`src/rtl/core/mpsq_pkg.sv`:
```
// Package for the matrix power by squaring core.
// Holds payload structs, FSM state type, command/status structs and constants.
// No dependencies.
package mpsq_pkg;

	localparam int MAX_DIM_DEF   = 8;
	localparam int FRAC_BITS_DEF = 16;
	localparam int DIM_RESET     = 8;
	localparam int ADDR_W        = 3;

	localparam logic KIND_LOAD  = 1'b0;
	localparam logic KIND_START = 1'b1;

	localparam logic [ADDR_W-1:0] REG_DIMENSION = 3'd0;

	typedef struct packed {
		logic               kind;
		logic [2:0]         row_index;
		logic [2:0]         col_index;
		logic signed [31:0] element_value;
		logic [30:0]        exponent;
	} in_item_t;

	typedef struct packed {
		logic [2:0]         out_row;
		logic [2:0]         out_col;
		logic signed [31:0] out_value;
		logic               last;
	} out_item_t;

	typedef enum logic [2:0] {
		ST_IDLE,
		ST_INIT,
		ST_CHECK,
		ST_MUL,
		ST_COPY,
		ST_EMIT
	} state_t;

	// which product the datapath is forming
	typedef enum logic [1:0] {
		OP_ACC,
		OP_SQR
	} mop_t;

	typedef struct packed {
		logic load_base;
		logic init_clear;
		logic mul_begin;
		mop_t mul_op;
		logic copy_begin;
		logic emit_begin;
	} dp_cmd_t;

	typedef struct packed {
		logic init_done;
		logic mul_done;
		logic copy_done;
		logic emit_done;
	} dp_sts_t;

endpackage

```
`src/rtl/core/mpsq_ctrl.sv`:
```
// Controller FSM of the matrix power core: sequences init, products,
// copies and emission. Uses mpsq_pkg.
module mpsq_ctrl (
	input  logic               clk,
	input  logic               arst_n,
	input  logic               in_valid,
	output logic               in_ready,
	input  mpsq_pkg::in_item_t in_item,
	input  mpsq_pkg::dp_sts_t  sts,
	output mpsq_pkg::dp_cmd_t  cmd
);
	import mpsq_pkg::*;

	state_t state_q, state_d;
	logic [30:0] bits_q;
	mop_t        op_q;
	logic        issued_q;
	logic        take;

	assign in_ready = (state_q == ST_IDLE);
	assign take     = in_valid && in_ready;

	always_comb begin
		state_d = state_q;
		case (state_q)
			ST_IDLE:  if (take && in_item.kind == KIND_START) state_d = ST_INIT;
			ST_INIT:  if (sts.init_done) state_d = ST_CHECK;
			ST_CHECK: state_d = (bits_q == '0) ? ST_EMIT : ST_MUL;
			ST_MUL:   if (issued_q && sts.mul_done) state_d = ST_COPY;
			ST_COPY:  if (issued_q && sts.copy_done) state_d = ST_CHECK;
			ST_EMIT:  if (issued_q && sts.emit_done) state_d = ST_IDLE;
			default:  state_d = ST_IDLE;
		endcase
	end

	always_comb begin
		cmd = '0;
		cmd.mul_op     = op_q;
		cmd.load_base  = take && in_item.kind == KIND_LOAD;
		cmd.init_clear = take && in_item.kind == KIND_START;
		cmd.mul_begin  = (state_q == ST_MUL) && !issued_q;
		cmd.copy_begin = (state_q == ST_COPY) && !issued_q;
		cmd.emit_begin = (state_q == ST_EMIT) && !issued_q;
	end

	always_ff @(posedge clk or negedge arst_n) begin
		if (!arst_n) begin
			state_q  <= ST_IDLE;
			bits_q   <= '0;
			op_q     <= OP_ACC;
			issued_q <= 1'b0;
		end else begin
			state_q  <= state_d;
			issued_q <= (state_d == state_q) && (state_q == ST_MUL || state_q == ST_COPY
				|| state_q == ST_EMIT);
			if (take && in_item.kind == KIND_START)
				bits_q <= in_item.exponent;
			if (state_q == ST_CHECK && bits_q != '0) begin
				if (bits_q[0]) begin
					op_q <= OP_ACC;
					bits_q[0] <= 1'b0;
				end else begin
					op_q   <= OP_SQR;
					bits_q <= bits_q >> 1;
				end
			end
		end
	end

endmodule

```
`config.mk`:
```
export PLATFORM = sky130hd
export DESIGN_NAME = mpsq_ctrl
export DESIGN_NICKNAME = d
export VERILOG_FILES = /design/src/rtl/core/mpsq_pkg.sv /design/src/rtl/core/mpsq_ctrl.sv
export SDC_FILE = /design/constraint.sdc
export NUM_CORES = 1
export LEC_CHECK = 0
export BUFFER_PORTS_ARGS = -buffer_cell sky130_fd_sc_hd__buf_2
export CAP_MARGIN = 10
export CORE_MARGIN = 4
export CORE_UTILIZATION = 40
export DETAILED_ROUTE_END_ITERATION = 7
export HOLD_SLACK_MARGIN = 0.15
export PLACE_DENSITY = 0.67
export SETUP_SLACK_MARGIN = 0.15
export SYNTH_ARGS = -nofsm -noshare
export SYNTH_HDL_FRONTEND = slang
export SYNTH_SLANG_ARGS = --single-unit
```
`constraint.sdc`:
```
create_clock -name clk -period 2.55 [get_ports clk]
set_clock_uncertainty 0.1 [all_clocks]
set_input_delay 0.255 -clock clk [delete_from_list [all_inputs] [get_ports clk]]
set_output_delay 0.255 -clock clk [all_outputs]
set_load 0.005 [all_outputs]
```
==> summary.md, run 1 <==
The flow ran to the end, and the final reports show no timing, DRC or antenna violations. The sequential cells in the finished layout cover a total of 901 um^2. The share of total power consumed by net switching was 0.326; the row count was 25. The number of placed cells counting well taps is 263, and the fraction of layout instances using a drive strength above 1 is 0.571.

TritonCTS created 5 clock buffers. Post-synthesis cell type with the largest combined area: dfrtp_1. Port buffering added 45 buffers. The number of storage elements in the synthesis netlist is 36. For the multi-input combinational cell area, the log shows 976 um^2. The final core utilization is 0.490. The logs give 0.458 for the sequential share of the synthesized area and 0.00475 mm^2 for the core box area. The worst flop-to-flop path startpoint was state_q[1]. Clock transition at the registers of the reported paths: 70 ps. The cell that appears most often on the critical path is mux2_2. The global placement routability congestion came out at 0.759. Walking the worst path, the cells encountered are nor3_2 -> nand3_2 -> inv_2 -> buf_4 -> mux2_2 -> mux2_2. Via count of the first global-routing pass: 1322. The average wire per cell in the routed design came out at 14.3 um. After synthesis, the cell types taking the most area are dfrtp_1 (46%), mux2_2 (30%), buf_6 (3.4%), nor4_1 (2.5%), mux2_4 (2.3%).

Across the VDD grid, the largest voltage drop is 0.509 mV. Global routing finished with a remaining overflow of 0. The min-delay analysis places its worst path in the category in -> reg. The final worst-path setup slack was 433 ps. Dividing the detail-routed via count by the number of cells gives 4.95. The library cell used most frequently in the layout, excluding fill and tap cells, is mux2_2.

In this run the power spent charging and discharging nets is 859 uW. STA puts the critical path data required time at 2630 ps. The total nets after synthesis was 232. Portion of total power attributed to combinational logic: 0.438. The synthesized instance count is 155, and the global-route wire length before repair is 6.17 mm. For the worst flop-to-flop path, the logic depth is 6. The synthesized design contains 0 enable-type register cells. The root buffer cell chosen for the clock tree is clkbuf_8. During I/O placement, the number of pins put on the boundary was 85.

In this run the most critical hold path is launched from in_item[0]. The tools report the final instance area as 0.00233 mm^2. The die is 78.1 um wide. The power per unit of standard cell area is 1130 mW/mm^2, and the reg2reg setup slack is 430 ps. Leaving out filler cells and counting taps, the final layout contains 272. The share of Yosys cell area claimed by the top area cell type is 0.458, and the post-route fraction of the period consumed by the critical path is 0.830.

Maximum clock rate: 472 MHz. The post-synthesis cell type count came out at 32. Share of async-settable or async-resettable flops after synthesis: 1.00. The global router's overall resource usage came out at 0.129. The number of filler instances in the final layout is 463, and the buffer count from post-CTS setup fixing is 0.

The run gives 0.146 as the power share of the clock group. The tools report the residual antenna-violating net count after detailed routing as 0. The clock period could shrink to 2120 ps. The internal power of the cells totals 1.77 mW.

In the layout the commonest cells are mux2_2 (53), buf_2 (45), dfrtp_1 (36). The number of vias after detailed routing was 1347; the area of placed instances was 0.00223 mm^2. On the worst path, the slowest cell contributes a delay of 460 ps.

For the worst setup path, the data arrival time is 2190 ps. Setup repair after global routing left no endpoint under its margin. For the final count of hold timing violations, the log shows 0. The run gives 2.63 mW as the total power consumption of the routed design.

For the number of DRC violations after detailed-routing iteration 0, the log shows 96. The HPWL after detailed placement is 2.78 mm. Relative to the synthesized area, the layout overhead comes to 18.4%.

Endpoint of the worst-slack reg-to-reg timing path: bits_q[27]. The analysis attributes to cell leakage a power of 1.06 nW. The logs give 0 for the initial antenna violation count and 282 for the post-layout net count. Before CTS, the worst setup slack after placement is 417 ps.

Hold is met by 169 ps. The relative max-transition margin is 0.452. The category of the most critical setup path was reg -> reg. TritonCTS built the clock tree. The max-capacitance violation count is 0. In this run the cell area of the synthesized design comes to 0.00197 mm^2. The vertical extent of the die was 78.1 um. Of all nets on the critical path, the largest fanout is 20. The run gives 2 as the buffer depth of the longest clock path. The final max-slew violation count is 0. After routing, the total negative slack on setup checks comes to 0 ps.

The starting density of the core was 0.414; the clock sink total was 36. Setup violations remaining at the end of the flow were counted as 0. For the pin with the worst max-slew slack, the measured transition is 822 ps. The pre-antenna-repair detailed-routing pass consisted of 4 iterations. Remaining routing DRC violations: 0. The endpoint of the worst hold path is bits_q[0]. STA classifies the critical path endpoint as a register. The floorplan step defined a die boundary enclosing 0.00610 mm^2.

The final layout contains routed wiring with a total length of 3.90 mm. A synthesized cell averages 12.7 um^2. The hold path depth is 3, and the H-tree depth is 2. The run gives 37 as the maximum number of pins on one net before global-route repair.

The sequential cell fraction of total power was 0.415. Number of inserted diodes: 0. For this design, the slowest cell found on the critical path is dfrtp_1. Most used flip-flop cell after synthesis: dfrtp_1.

The clock latency of the later-clocked register in the worst-skew pair is 290 ps. The worst setup path is launched from a register. The tools report the yosys synthesis warning count as 0.
[cells in the mapped netlist, types with 2 or more instances]
master and number:
clkbuf_1 2, nand2b_1 4, nor3_1 2, buf_6 6
dfrtp_1 36, mux2_1 2, mux2_2 53, nor2_1 5
a21oi_1 4, nor2b_1 2, mux2_4 3, o211ai_1 3
nand4_1 2, nand2_1 4, mux2i_1 2, o21ai_0 2
nor4_1 8
[layer usage]
metal	vias to the layer above	share of wire	track usage
met4	0	0.012	0.0367
met1	632	0.46	0.168
li1	676	-	-
met2	33	0.46	0.197
met5	-	0	0
met3	6	0.065	0.0550
[state kept, by name, summed over array words and instances (netlist names)]
register  flops
bits_q       31
state_q       3
issued_q      1
op_q          1
[worst max-delay path: cells and delay by family (launching register included)]
kind | cells | cell delay, ps
buffers and inverters | 2 | 340
DFF | 1 | 460
muxes | 2 | 640
and+or+nand+nor | 2 | 470
[layout make-up]
cell class | count | share of cell area
clock buffer | 6 | 0.0312
multi-input combinational | 108 | 0.419
inverter | 2 | 0.00322
timing repair buffer | 52 | 0.121
tap | 67 | 0.0360
sequential | 36 | 0.387
clock inverter | 1 | 0.00215
[what timing repair did]
item | 4_1_cts | 5_1_grt
hold buffers | 2 | 0
endpoints found under the hold margin | 37 | 0
resized for setup | 0 | 0
[how the worst max path moves through the flow]
stage | to | startpoint
after floorplan | bits_q[23] | state_q[1]
after global placement | bits_q[1] | bits_q[15]
after detailed placement | bits_q[22] | state_q[1]
after CTS | bits_q[27] | state_q[1]
after global routing | bits_q[12] | state_q[1]
final | bits_q[27] | state_q[1]
[kinds of logic (layout without fill, tap and decap cells)]
group / after synthesis / after routing / share of synthesized area
buffers and inverters: 11 / 61 / 0.0458
flip-flops: 36 / 36 / 0.458
multiplexers: 60 / 60 / 0.348
AO/OA/AOI/OAI: 16 / 16 / 0.0573
AND/OR/NAND/NOR: 31 / 31 / 0.0891
other: 1 / 1 / 0.00191
[power groups by stage]
stage               clock (mW)  sequential (mW)  combinational, mW
floorplan                    0             1.03               1.00
global placement             0             1.10               1.14
detailed placement           0             1.11               1.16
CTS                      0.392             1.10               1.17
global route             0.427             1.13               1.26
finish                   0.385             1.09               1.15
Power figures use the tool's default switching activity.
==> inputs of run 2 (changes only) <==
clock period = 2.1 ns   (was 2.55 ns; I/O delays follow)
==> run 2 against run 1 <==
Register-to-register slack got worse by 350 ps. Cell area increased by 7.3%. Hold slack lost 19 ps.
==> summary.md, run 2 (same netlist as run 1, synthesis figures left out) <==
The final period demand of the worst path is 2010 ps (was 2120 ps). Worst hold path class: in -> reg (unchanged). For the relative max-transition margin, the log shows 0.458 (was 0.452).

The leading cell type in the layout, fill and taps excluded is mux2_2 (unchanged). Endpoint of the worst-slack reg-to-reg timing path: bits_q[1] (was bits_q[27]). The number of input and output port buffers inserted works out to 45 (unchanged). The residual antenna-violating net count after detailed routing is 0 (unchanged), and the cell count of the worst reg-to-reg path is 5 (was 6).

The die width is 78.1 um (unchanged). Origin of the worst min-delay path: in_valid (was in_item[0]). The tools report the buffer depth of the longest clock path as 2 (unchanged).

The tools report the number of inserted diodes as 0 (unchanged). Number of filler instances in the final layout: 444 (was 463). The run gives 3.51 mW (was 2.63 mW) as the total power consumption of the routed design. The power per unit of standard cell area works out to 1400 mW/mm^2 (was 1130 mW/mm^2).

The slowest cell on the critical path is dfrtp_1 (unchanged). The vertical extent of the die was 78.1 um (unchanged); the setup TNS was 0 ps (unchanged). Setup repair after global routing could not meet its margin everywhere. The category of the most critical setup path is reg -> reg (unchanged). The run gives 2170 ps (was 2630 ps) as the critical path data required time. The logs give 37 (unchanged) for the maximum number of pins on one net before global-route repair and 0 (unchanged) for the max-capacitance violation count.

The global-route wire length before repair was 6.38 mm (was 6.17 mm). The full die area was 0.00610 mm^2 (unchanged). Largest registers: bits_q x31, state_q x3 (unchanged). The tools report the endpoint of the worst hold path as state_q[0] (was bits_q[0]). The final routed wirelength across all metal layers was 4.01 mm (was 3.90 mm). The average wire per cell in the routed design is 14.2 um (was 14.3 um).

The post-layout net count is 291 (was 282). The core box area is 0.00475 mm^2 (unchanged), and the post-route fraction of the period consumed by the critical path is 0.959 (was 0.830). The run gives 0.0321 (was 0.0550) as the global routing usage on met3. Clock sink total: 36 (unchanged).

The tools report the type of destination of the critical path as a register (unchanged). The final core utilization is 0.526 (was 0.490). The highest-utilization routing layer at the global route stage was met2 (unchanged).

The hold path depth is 3 (unchanged), and the met2 global-route usage is 0.222 (was 0.197). The peak fanout along the critical path works out to 7 (was 20). The fraction of layout instances using a drive strength above 1 is 0.600 (was 0.571), and the transition time at the pin with the least slew margin is 813 ps (was 822 ps).

The initial antenna violation count is 0 (unchanged). The aggregate global routing overflow was 0 (unchanged). The final count of negative-setup-slack endpoints was 0 (unchanged).

The remaining routing DRC violations is 0 (unchanged), and the global-route track usage on met1 is 0.171 (was 0.168). The tools report the detailed-router iteration count before antenna repair as 4 (unchanged). Worst flop-to-flop path startpoint: bits_q[15] (was state_q[1]). Commonest cells after routing, fill and taps aside: mux2_2 (47), buf_2 (45), dfrtp_1 (36) (was mux2_2 (53), buf_2 (45), dfrtp_1 (36)).

The post-synthesis to final-layout area growth works out to 27.0% (was 18.4%). The largest register by flop count was bits_q (unchanged). The cell class contributing the biggest share of worst-path delay is simple AND/OR/NAND/NOR gates (was multiplexers). TritonCTS built the clock tree. The logs give 2 (unchanged) for the H-tree depth and 0.717 (was 0.759) for the global placement routability congestion. The run gives 0 (unchanged) as the final max-slew violation count.

The number of DRC violations after detailed-routing iteration 0 was 76 (was 96); the arrival time of data at the critical path endpoint was 2080 ps (was 2190 ps). The tools report the clock buffer count from CTS as 5 (unchanged). The logs give 1387 (was 1322) for the via count of the first global-routing pass and 280 ps (was 290 ps) for the clock latency of the later-clocked register in the worst-skew pair.

The logs give 496 MHz (was 472 MHz) for the maximum clock rate and 1417 (was 1347) for the number of vias after detailed routing. The largest incremental delay on the critical path is 390 ps (was 460 ps). The flow ran to the end, and the final reports show no timing, DRC or antenna violations. The clock transition at the registers of the reported paths works out to 70 ps (about the same). The non-filler instance count after layout is 282 (was 272), and the maximum vdd ir drop is 0.697 mV (was 0.509 mV). The kind of launch point of the worst setup path was a register (unchanged).

The reg2reg setup slack was 90 ps (was 430 ps). The run gives 269 (was 263) as the number of placed cells counting well taps. The starting density of the core came out at 0.414 (unchanged). The root buffer selected by CTS was clkbuf_8 (unchanged). List of cells traversed by the critical path: nor4_2 -> nand4_1 -> o21ai_4 -> buf_4 -> mux2_2 (was nor3_2 -> nand3_2 -> inv_2 -> buf_4 -> mux2_2 -> mux2_2). The total buffers and inverters traversed by the critical path works out to 1 (was 2).

The number of flip-flops in the largest register is 31 (unchanged), and the row count is 25 (unchanged). The tools report the half-perimeter wire length of the detailed placement result as 2.80 mm (was 2.78 mm). The logs give 1.15 nW (was 1.06 nW) for the leakage power figure and 85 (unchanged) for the I/O pin count. The global router's overall resource usage is 0.136 (was 0.129). The final count of hold timing violations is 0 (unchanged). The per-cell via count in the routed design is 5.02 (was 4.95).
==> run 2: report_power, final <==
group	leakage, nW	switching, mW	internal [mW]
Combinational	0.662	0.593	1.07
Sequential	0.440	0.292	1.05
Clock	0.0455	0.237	0.268
Total	1.15	1.12	2.39
==> run 2: worst max-delay path by stage <==
stage | from | to | slack (ps) | cells after the start
finish | bits_q[15] | bits_q[1] | 90 | 5
global route | bits_q[15] | bits_q[4] | 10 | 5
CTS | bits_q[15] | bits_q[24] | 80 | 5
detailed placement | bits_q[15] | bits_q[24] | 80 | 5
global placement | bits_q[15] | bits_q[29] | 60 | 5
floorplan | state_q[1] | bits_q[23] | 220 | 6
==> run 2: routing by layer <==
metal  vias to the layer above  routed length (um)  part of all wire
li1                        690                   -                 -
met1                       687                1820              0.45
met2                        33                1930              0.48
met3                         7                 199             0.050
met4                         0                  61             0.015
met5                         -                   0                 0
==> run 2: final cells by class <==
| type | count | area, um^2 | area share |
|---|---|---|---|
| sequential | 36 | 901 | 0.361 |
| timing repair buffer | 61 | 385 | 0.154 |
| clock buffer | 8 | 90.1 | 0.0361 |
| inverter | 2 | 7.51 | 0.00300 |
| multi-input combinational | 108 | 1030 | 0.413 |
| tap | 67 | 83.8 | 0.0336 |
==> run 2: metrics by stage <==
stage / worst slack [ps] / instance area, um^2 / hold slack [ps]
final: 85.3 / 2500 / 149
after global routing: 13.4 / 2500 / 171
after CTS: 82.7 / 2450 / 152
after detailed placement: 79.0 / 2300 / 252
after global placement: 56.2 / 2300 / 250
after floorplan: 222 / 1970 / -186
==> run 2: worst min-delay path, delay by kind of cell <==
family	cells	cell delay (ps)
AOI/OAI and AO/OA	1	90
buffers and inverters	1	100
and+or+nand+nor	1	90
==> run 2: what timing repair did <==
item	in CTS	in global routing
endpoints found under the setup margin	30	30
setup buffers	0	2
gates resized for setup	4	9
pin swaps	0	2
hold buffers	3	0
hold endpoints to repair	38	0
==> inputs of run 3 (changes only) <==
ABC_AREA = 1   (was unset)
PLACE_DENSITY = 0.64   (was 0.67)
==> run 3 against run 2 <==
Global-route usage increased by 3.6 points. Largest power group unchanged. Final cell count increased by 92%. Clock power rose by 2%. Non-clock buffer count up 7. Synthesized cell count grew to 2.7 times the previous value. Setup slack gained 170 ps. Hold slack improved by 7.5 ps. Wire length rose by 52%. Via count grew 78%. Power rose by 1.7%. Critical endpoint is now cmd[5].
==> summary.md, run 3 <==
Peak fanout along the critical path: 22 (was 7). The number of inserted diodes is 0 (unchanged). The run gives 0.332 (was 0.382) as the sequential cell fraction of total power. The vertical extent of the die was 86.0 um (was 78.1 um); the full die area was 0.00739 mm^2 (was 0.00610 mm^2). The synthesized instance count is 411 (was 155), and the power share of the clock group is 0.145 (was 0.144). Leakage power figure: 1.75 nW (was 1.15 nW). The tools report the post-synthesis cell type count as 23 (was 32). The detailed-router iteration count before antenna repair came out at 4 (unchanged).

The cell count of the worst reg-to-reg path was 10 (was 5); the setup TNS was 0 ps (unchanged). The synthesized area divided by synthesized cell count works out to 5.92 um^2 (was 12.7 um^2). Count of flip-flops with a built-in enable after synthesis: 0 (unchanged). The category of the most critical setup path is reg -> out (was reg -> reg). The clock transition at the registers of the reported paths is 70 ps (about the same), and the share of total power consumed by net switching is 0.465 (was 0.320). The run gives 290 ps (was 280 ps) as the clock latency of the later-clocked register in the worst-skew pair.

Internal power component: 1.91 mW (was 2.39 mW). The final count of hold timing violations came out at 0 (unchanged). The global router's overall resource usage is 0.172 (was 0.136), and the sequential share of the synthesized area is 0.371 (was 0.458). The I/O pin count came out at 85 (unchanged). The buffer depth of the longest clock path is 2 (unchanged), and the post-layout net count is 542 (was 291). The critical path data required time is 1790 ps (was 2170 ps), and the post-synthesis cell area is 0.00243 mm^2 (was 0.00197 mm^2).

The number of filler instances in the final layout was 640 (was 444); the hold path depth was 5 (was 3). The buffer count from post-CTS setup fixing is 0 (unchanged), and the share of async-settable or async-resettable flops after synthesis is 1.00 (unchanged). The tools report the arrival time of data at the critical path endpoint as 1540 ps (was 2080 ps).

The final period demand of the worst path came out at 1850 ps (was 2010 ps). The most frequent cell after synthesis is nand2_1 (was mux2_2). Total power consumption of the routed design: 3.57 mW (was 3.51 mW). The H-tree depth is 2 (unchanged). The kind of launch point of the worst setup path is a register (unchanged). The logs give 145 (was 76) for the number of DRC violations after detailed-routing iteration 0 and 0.783 (was 0.717) for the global placement routability congestion. The run gives 5 (unchanged) as the clock buffer count from CTS. Setup repair after global routing could not meet its margin everywhere. The aggregate global routing overflow is 0 (unchanged). The logs give 0.411 (was 0.414) for the starting density of the core and 0.00592 mm^2 (was 0.00475 mm^2) for the core box area.

The run gives 0.523 (was 0.474) as the portion of total power attributed to combinational logic. TritonCTS built the clock tree. The area of placed instances is 0.00268 mm^2 (was 0.00230 mm^2), and the fraction of layout instances using a drive strength above 1 is 0.174 (was 0.600). Most used flip-flop cell after synthesis: dfrtp_1 (unchanged). Commonest cells after routing, fill and taps aside: nand2_1 (271), buf_2 (45), dfrtp_1 (36) (was mux2_2 (47), buf_2 (45), dfrtp_1 (36)). Largest register by flop count: bits_q (unchanged). Type of destination of the critical path: an output pin (was a register).

The final max-slew violation count was 0 (unchanged). Most used standard cells in the synthesized netlist: nand2_1 (271), dfrtp_1 (36), nor2_1 (23) (was mux2_2 (53), dfrtp_1 (36), nor4_1 (8)). The maximum number of pins on one net before global-route repair is 34 (was 37), and the half-perimeter wire length of the detailed placement result is 4.02 mm (was 2.80 mm).

The root buffer selected by CTS is clkbuf_8 (unchanged). The average wire per cell in the routed design was 11.3 um (was 14.2 um); the per-cell via count in the routed design was 4.66 (was 5.02). The final instance area is 0.00295 mm^2 (was 0.00250 mm^2), and the via count of the first global-routing pass is 2305 (was 1387). The max-capacitance violation count was 0 (unchanged).

The share of Yosys cell area claimed by the top area cell type works out to 0.418 (was 0.458). The maximum clock rate was 541 MHz (was 496 MHz). The global-route wire length before repair was 10.3 mm (was 6.38 mm). The number of storage elements in the synthesis netlist works out to 36 (unchanged). The post-route fraction of the period consumed by the critical path is 0.880 (was 0.959). The post-synthesis cell type with the largest combined area was nand2_1 (was dfrtp_1).

The run gives 0 (unchanged) as the final count of negative-setup-slack endpoints. For the worst hold margin, the log shows 157 ps (was 149 ps). The leading cell type in the layout, fill and taps excluded is nand2_1 (was mux2_2).

The die width came out at 86.0 um (was 78.1 um). The final routed wirelength across all metal layers came out at 6.11 mm (was 4.01 mm). Yosys synthesis warning count: 0 (unchanged). For the row count, the log shows 28 (was 25). For the total nets after synthesis, the log shows 488 (was 232). The residual antenna-violating net count after detailed routing came out at 0 (unchanged). For the reg2reg setup slack, the log shows 330 ps (was 90 ps). For the net switching component of the power, the log shows 1.66 mW (was 1.12 mW). The post-synthesis to final-layout area growth came out at 21.2% (was 27.0%).

For the number of vias after detailed routing, the log shows 2522 (was 1417). The flow ran to the end, and the final reports show no timing, DRC or antenna violations. The power per unit of standard cell area came out at 1210 mW/mm^2 (was 1400 mW/mm^2). The number of flip-flops in the largest register came out at 31 (unchanged). For the initial antenna violation count, the log shows 0 (unchanged). Cells taking the most area after synthesis: nand2_1 (42%), dfrtp_1 (37%), nor2_1 (3.6%), inv_2 (2.3%), o21ai_1 (1.9%) (was dfrtp_1 (46%), mux2_2 (30%), buf_6 (3.4%), nor4_1 (2.5%), mux2_4 (2.3%)). The run gives 36 (unchanged) as the clock sink total. The number of input and output port buffers inserted works out to 45 (unchanged).

The worst hold path class is in -> reg (unchanged). The maximum vdd ir drop came out at 0.494 mV (was 0.697 mV). Largest registers: bits_q x31, state_q x3 (unchanged).

Remaining routing DRC violations: 0 (unchanged).
-- run 3: cell count changes after synthesis, moves of 4 or more --
| cell | previous run | this run |
|---|---|---|
| nand2_1 | 4 | 271 |
| mux2_2 | 53 | 0 |
| nor2_1 | 5 | 23 |
| inv_2 | 1 | 15 |
| inv_1 | 1 | 11 |
| o21ai_1 | 0 | 9 |
| nor4_1 | 8 | 0 |
| buf_2 | 0 | 7 |
| nand3_1 | 1 | 7 |
| buf_4 | 1 | 5 |
| clkbuf_1 | 2 | 6 |
| nand2b_1 | 4 | 0 |
-- run 3: kinds of logic after synthesis --
| logic type | synth area share |
|---|---|
| AO/OA/AOI/OAI | 0.0314 |
| flip-flops | 0.371 |
| multiplexers | 0.00412 |
| AND/OR/NAND/NOR | 0.499 |
| buffers and inverters | 0.0932 |
| other | 0.00154 |
-- run 3: cell type report --
class	instances	area, um^2	area share
Multi-Input combinational cell	328	1310	0.444
Timing Repair Buffer	68	452	0.153
Inverter	26	100	0.0340
Sequential cell	36	901	0.306
Tap cell	75	93.8	0.0319
Clock buffer	8	90.1	0.0306
-- run 3: final timing paths --
kind                             start    endpoint
min reg2reg                    op_q[0]     op_q[0]
max reg2reg                 state_q[0]  bits_q[22]
min in group asynchronous       arst_n   bits_q[7]
max in group asynchronous       arst_n  bits_q[22]
min                        in_item[13]  bits_q[13]
max                         state_q[0]      cmd[5]
-- run 3: worst max-delay path, stage by stage (launching register included) --
cell and delay [ps]:
dfrtp_1 450, nor2_2 160, nand3_2 110, nor2_4 210, buf_12 180, buf_2 120
-- run 3: power by group through the flow --
stage	clock network, mW	registers, mW	logic [mW]
after floorplan	0	1.13	1.51
after global placement	0	1.19	1.80
after detailed placement	0	1.19	1.83
after CTS	0.538	1.18	1.87
after global routing	0.561	1.22	2.16
final	0.516	1.19	1.87
-- run 3: per-stage QoR --
step	worst slack (ps)	utilization	instances
after detailed placement	253	0.453	518
after global placement	296	0.453	518
after global routing	144	0.497	541
final	251	0.497	541
after floorplan	516	-	411
after CTS	212	0.494	541
-- run 3: repair_timing --
| item | 4_1_cts | 5_1_grt |
|---|---|---|
| hold buffers | 15 | 0 |
| resized for setup | 1 | 6 |
| gates cloned | 0 | 0 |
| endpoints found under the setup margin | 1 | 30 |
| pin swaps | 0 | 1 |
| endpoints found under the hold margin | 51 | 0 |
-- run 3: layer usage --
metal | vias up | track usage | wire [um]
met1 | 1133 | 0.217 | 2790
li1 | 1329 | - | -
met5 | - | 0 | 0
met3 | 9 | 0.0355 | 300
met4 | 0 | 0.0576 | 104
met2 | 51 | 0.290 | 2920
